$ cat src/hdl/ebal_div.sv
// Pipelined restoring divider, one quotient bit per stage, with a sideband tag.
// Standalone; the divisor must stay constant while beats are in flight.
`timescale 1ns / 1ps

module ebal_div #(
   parameter int NUM_W = 28,
   parameter int DEN_W = 12,
   parameter int Q_W   = 17,
   parameter int TAG_W = 1
) (
   input  logic             clock,
   input  logic             reset,
   input  logic             en,
   input  logic             in_valid,
   input  logic [NUM_W-1:0] in_num,
   input  logic [TAG_W-1:0] in_tag,
   input  logic [DEN_W-1:0] divisor,
   output logic             out_valid,
   output logic [Q_W-1:0]   out_quo,
   output logic [TAG_W-1:0] out_tag
);

   // numerator must be below divisor << Q_W so the top part starts as a remainder
   logic [Q_W-1:0]   vld_ff;
   logic [DEN_W-1:0] rem_ff [Q_W];
   logic [Q_W-1:0]   low_ff [Q_W];
   logic [Q_W-1:0]   quo_ff [Q_W];
   logic [TAG_W-1:0] tag_ff [Q_W];

   for (genvar j = 0; j < Q_W; j++) begin : g_stage
      logic             pv;
      logic [DEN_W-1:0] prem;
      logic [Q_W-1:0]   plow;
      logic [Q_W-1:0]   pquo;
      logic [TAG_W-1:0] ptag;
      logic [DEN_W:0]   trial;
      logic [DEN_W:0]   diff;
      logic             take;
      logic [DEN_W-1:0] rem_in;
      logic [Q_W-1:0]   low_in;
      logic [Q_W-1:0]   quo_in;

      if (j == 0) begin : g_first
         assign pv   = in_valid;
         assign prem = DEN_W'(in_num >> Q_W);
         assign plow = in_num[Q_W-1:0];
         assign pquo = '0;
         assign ptag = in_tag;
      end else begin : g_next
         assign pv   = vld_ff[j-1];
         assign prem = rem_ff[j-1];
         assign plow = low_ff[j-1];
         assign pquo = quo_ff[j-1];
         assign ptag = tag_ff[j-1];
      end

      // shift in next numerator bit, subtract when it fits
      assign trial  = {prem, plow[Q_W-1]};
      assign diff   = trial - {1'b0, divisor};
      assign take   = (trial >= {1'b0, divisor});
      assign rem_in = take ? diff[DEN_W-1:0] : trial[DEN_W-1:0];
      assign low_in = {plow[Q_W-2:0], 1'b0};
      assign quo_in = {pquo[Q_W-2:0], take};

      always_ff @(posedge clock) begin
         if (reset) begin
            vld_ff[j] <= 1'b0;
         end else if (en) begin
            vld_ff[j] <= pv;
         end
         if (en) begin
            rem_ff[j] <= rem_in;
            low_ff[j] <= low_in;
            quo_ff[j] <= quo_in;
            tag_ff[j] <= ptag;
         end
      end
   end

   assign out_valid = vld_ff[Q_W-1];
   assign out_quo   = quo_ff[Q_W-1];
   assign out_tag   = tag_ff[Q_W-1];

endmodule

$ cat config.mk
export PLATFORM = sky130hd
export DESIGN_NAME = ebal_div
export DESIGN_NICKNAME = d
export VERILOG_FILES = /design/src/hdl/ebal_div.sv
export SDC_FILE = /design/constraint.sdc
export NUM_CORES = 1
export LEC_CHECK = 0
export BUFFER_PORTS_ARGS = -buffer_cell sky130_fd_sc_hd__buf_2
export CORE_MARGIN = 10
export CORE_UTILIZATION = 57
export CTS_CLUSTER_DIAMETER = 60
export DETAILED_ROUTE_END_ITERATION = 6
export PLACE_DENSITY = 0.77
export SETUP_SLACK_MARGIN = 0.5
export SLEW_MARGIN = 25
export SYNTH_ARGS = -nofsm -noshare
export SYNTH_HDL_FRONTEND = slang
export SYNTH_SLANG_ARGS = --single-unit
$ cat constraint.sdc
create_clock -name clock -period 2.56 [get_ports clock]
set_clock_uncertainty 0.05 [all_clocks]
set_input_delay 0.128 -clock clock [delete_from_list [all_inputs] [get_ports clock]]
set_output_delay 0.128 -clock clock [all_outputs]
set_load 0.02 [all_outputs]
==> qor.yml <==
worstPathArrival_ns: 2.96
reg2reg_slack_ns: -0.07
fin_crit_ns: 2.63
port-buffer-count: 63
yosysSeqAreaShare_pct: 56.8
path_class: "reg -> reg"
clock_latency_ns: 0.63
hold_path.class: "in -> reg"
fin_crit_sh_pct: 103
layout_commonest_cell: "edfxtp_1"
maxSlewHeadroom_pct: 68.0
timing.critical_path.mode_cell: "o21ai_1"
post_drt_wl_per_cell_um: 19.7
grt_pass1_vias: 18800
vias: 17900
worstMarginPinSlew_ns: 0.467
synth_nets: 2226
grt_max_degree: 74
endpoint_kind: "flop"
pre_cts_slack_ns: -0.203
p_per_area_nw_per_um2: 1230
numCtsBuffers: 54
area_growth_syn_to_layout_pct: 31.5
yosysTopAreaCellShare_pct: 55.6
layout-drive-gt1-share_pct: 36.9
die-area_um2: 56300
critPathLaunchType: "flop"
synth-warning-count: 0
timing.hold.ws_ns: 0.0511
irDropWorstVdd_mv: 0.691
wl_um: 61700
setup_viol: 20
ys.flop_type: "edfxtp_1"
worstPathRequired_ns: 2.88
antenna_cells: 0
clockBufferDepth: 3
fin_tns_setup_ns: -0.921
cts_tree: "done"
via_per_inst: 5.73
synth_edf_count: 498
final.setup.worst_slack_ns: -0.0748
ys_types: 67
dpl.cell_count: 2889
nNetsFinal: 2744
crit_fanout: 6
worst_path_max_delay_cell: "edfxtp_1"
rows: 79
path_cells: "ha_1 -> a21o_1 -> a31oi_1 -> o21ai_1 -> o21ai_1 -> a21oi_2 -> a2111oi_4 -> bufbuf_16 -> mux2_2"
fmax_mhz: 380
maxSlewViolCount: 0
final_antenna_net_count: 0
synth_seq_cells: 515
rsz0062_at_grt: "yes"
final_cell_count_no_fill: 3131
syn_area_per_cell_um2: 13.7
total_power_mw: 43.4
synth_area_um2: 26900
violations: "setup timing"
hpwl_um: 38400
grt_pass1_wl_um: 97500
crit_family: "compound AO/OA/AOI/OAI gates"
leakage_nw: 14.4
ios: 64
drt-initial-drc-count: 1134
cts-root-buf: "clkbuf_16"
antenna_found_initial: 0
grt_use_total_pct: 21.4
firstDrtPassIters: 5
core_area_um2: 46700
initial_core_util_pct: 57.7
clk_pin_slew_worst_paths_ns: 0.06
numClockSinks: 515
die_h_um: 237
mostFrequentLayoutCells: "edfxtp_1 (498), buf_4 (297), ha_1 (152)"
synth_area_leaders: "edfxtp_1 (56%), ha_1 (9.5%), mux2_2 (2.8%)"
ctsHtreeMaxLevel: 2
gp_congestion: 0.872
max_stage_delay_ns: 0.44
synthArstFlopShare_pct: 0
syn-instance-count: 1961
run_status: "complete, but fails checks"
hold_viol_final: 0
grt_overflow: 0
die_w_um: 237
cap_violations: 0
drc_errors: 0
path_buf_inv: 1
synth_top_area_cell: "edfxtp_1"
[worst paths after layout]
check                 startpoint        endpoint  cells after the start
setup / recovery  rem_ff[0][110]  rem_ff[0][127]                      9
hold / removal        in_num[17]    rem_ff[0][1]                      4
setup reg to reg  rem_ff[0][110]  rem_ff[0][127]                      9
hold reg to reg   quo_ff[0][250]  quo_ff[0][268]                      0
[synth_stat cells, drive strengths merged (5+ instances only)]
master,instances
edfxtp,498
ha,204
mux2,147
nor2,125
a21oi,115
a21o,100
xnor2,84
inv,78
o21ai,72
nand2,67
xor2,52
mux2i,49
nand3,42
nor2b,40
a31oi,27
nand2b,23
nor3,22
a2111oi,18
buf,17
dfxtp,17
fa,16
clkbuf,13
o21a,13
and3,12
a21boi,11
a211oi,9
and2,9
o311ai,7
a311o,6
nand4,6
o211ai,6
o21bai,6
o31a,5
o31ai,5
or3,5
[area by class of cell]
cell class | instances | area (µm²)
Sequential cell | 515 | 15300
Multi-Input combinational cell | 1336 | 12800
Fill cell | 2751 | 11300
Timing Repair Buffer | 494 | 4390
Clock buffer | 72 | 1460
Tap cell | 607 | 759
Clock inverter | 29 | 364
Inverter | 78 | 330
[power by group]
group | switching (mW) | internal, mW | total (mW)
logic | 9.37 | 12.6 | 22.0
registers | 1.22 | 12.1 | 13.4
clock network | 3.35 | 4.67 | 8.02
total | 13.9 | 29.4 | 43.4
[cells by family (layout without fill, tap and decap cells)]
family          Yosys count  in the layout  synth area share, %
xor+xnor                136            136                 4.43
buf+inv                 110            673                 2.05
simple gates            366            366                 6.58
flops                   515            515                 56.8
compound gates          418            418                 11.0
mux                     196            196                 8.46
fa+ha+maj               220            220                 10.7
[metrics by stage]
stage	area, µm²	utilization [%]
CTS	34800	74.5
detailed placement	30500	65.5
global route	35400	75.9
floorplan	27200	-
finish	35400	75.9
global placement	30500	65.5
[layer usage]
metal	GRT usage (%)	wire length [µm]	part of all wire, %	vias up
li1	-	-	-	8559
met1	25.3	25300	41	8881
met2	39.5	32400	53	382
met3	2.59	2210	3.6	122
met4	7.28	1780	2.9	0
met5	0	0	0	-
[flip-flops by register name, summed over array words and instances (netlist names)]
register / cells
g_stage.pv: 16
tag_ff: 17
out_valid: 1
quo_ff: 153
low_ff: 136
rem_ff: 192
[worst register-to-register path, cell delays in order (launching register included)]
cell       delay, ns
edfxtp_1        0.44
ha_1            0.27
a21o_1          0.18
a31oi_1         0.15
o21ai_1         0.11
o21ai_1         0.19
a21oi_2         0.10
a2111oi_4       0.26
bufbuf_16       0.33
mux2_2          0.32
[repair_timing]
action | 4_1_cts | 5_1_grt
pin swaps | 88 | 44
gates resized for setup | 321 | 96
setup endpoints to repair | 197 | 210
hold buffers | 35 | 0
endpoints found under the hold margin | 76 | 0
buffers inserted | 61 | 35
cloned | 10 | 0
Note: power is estimated with default switching activity, not from simulation.
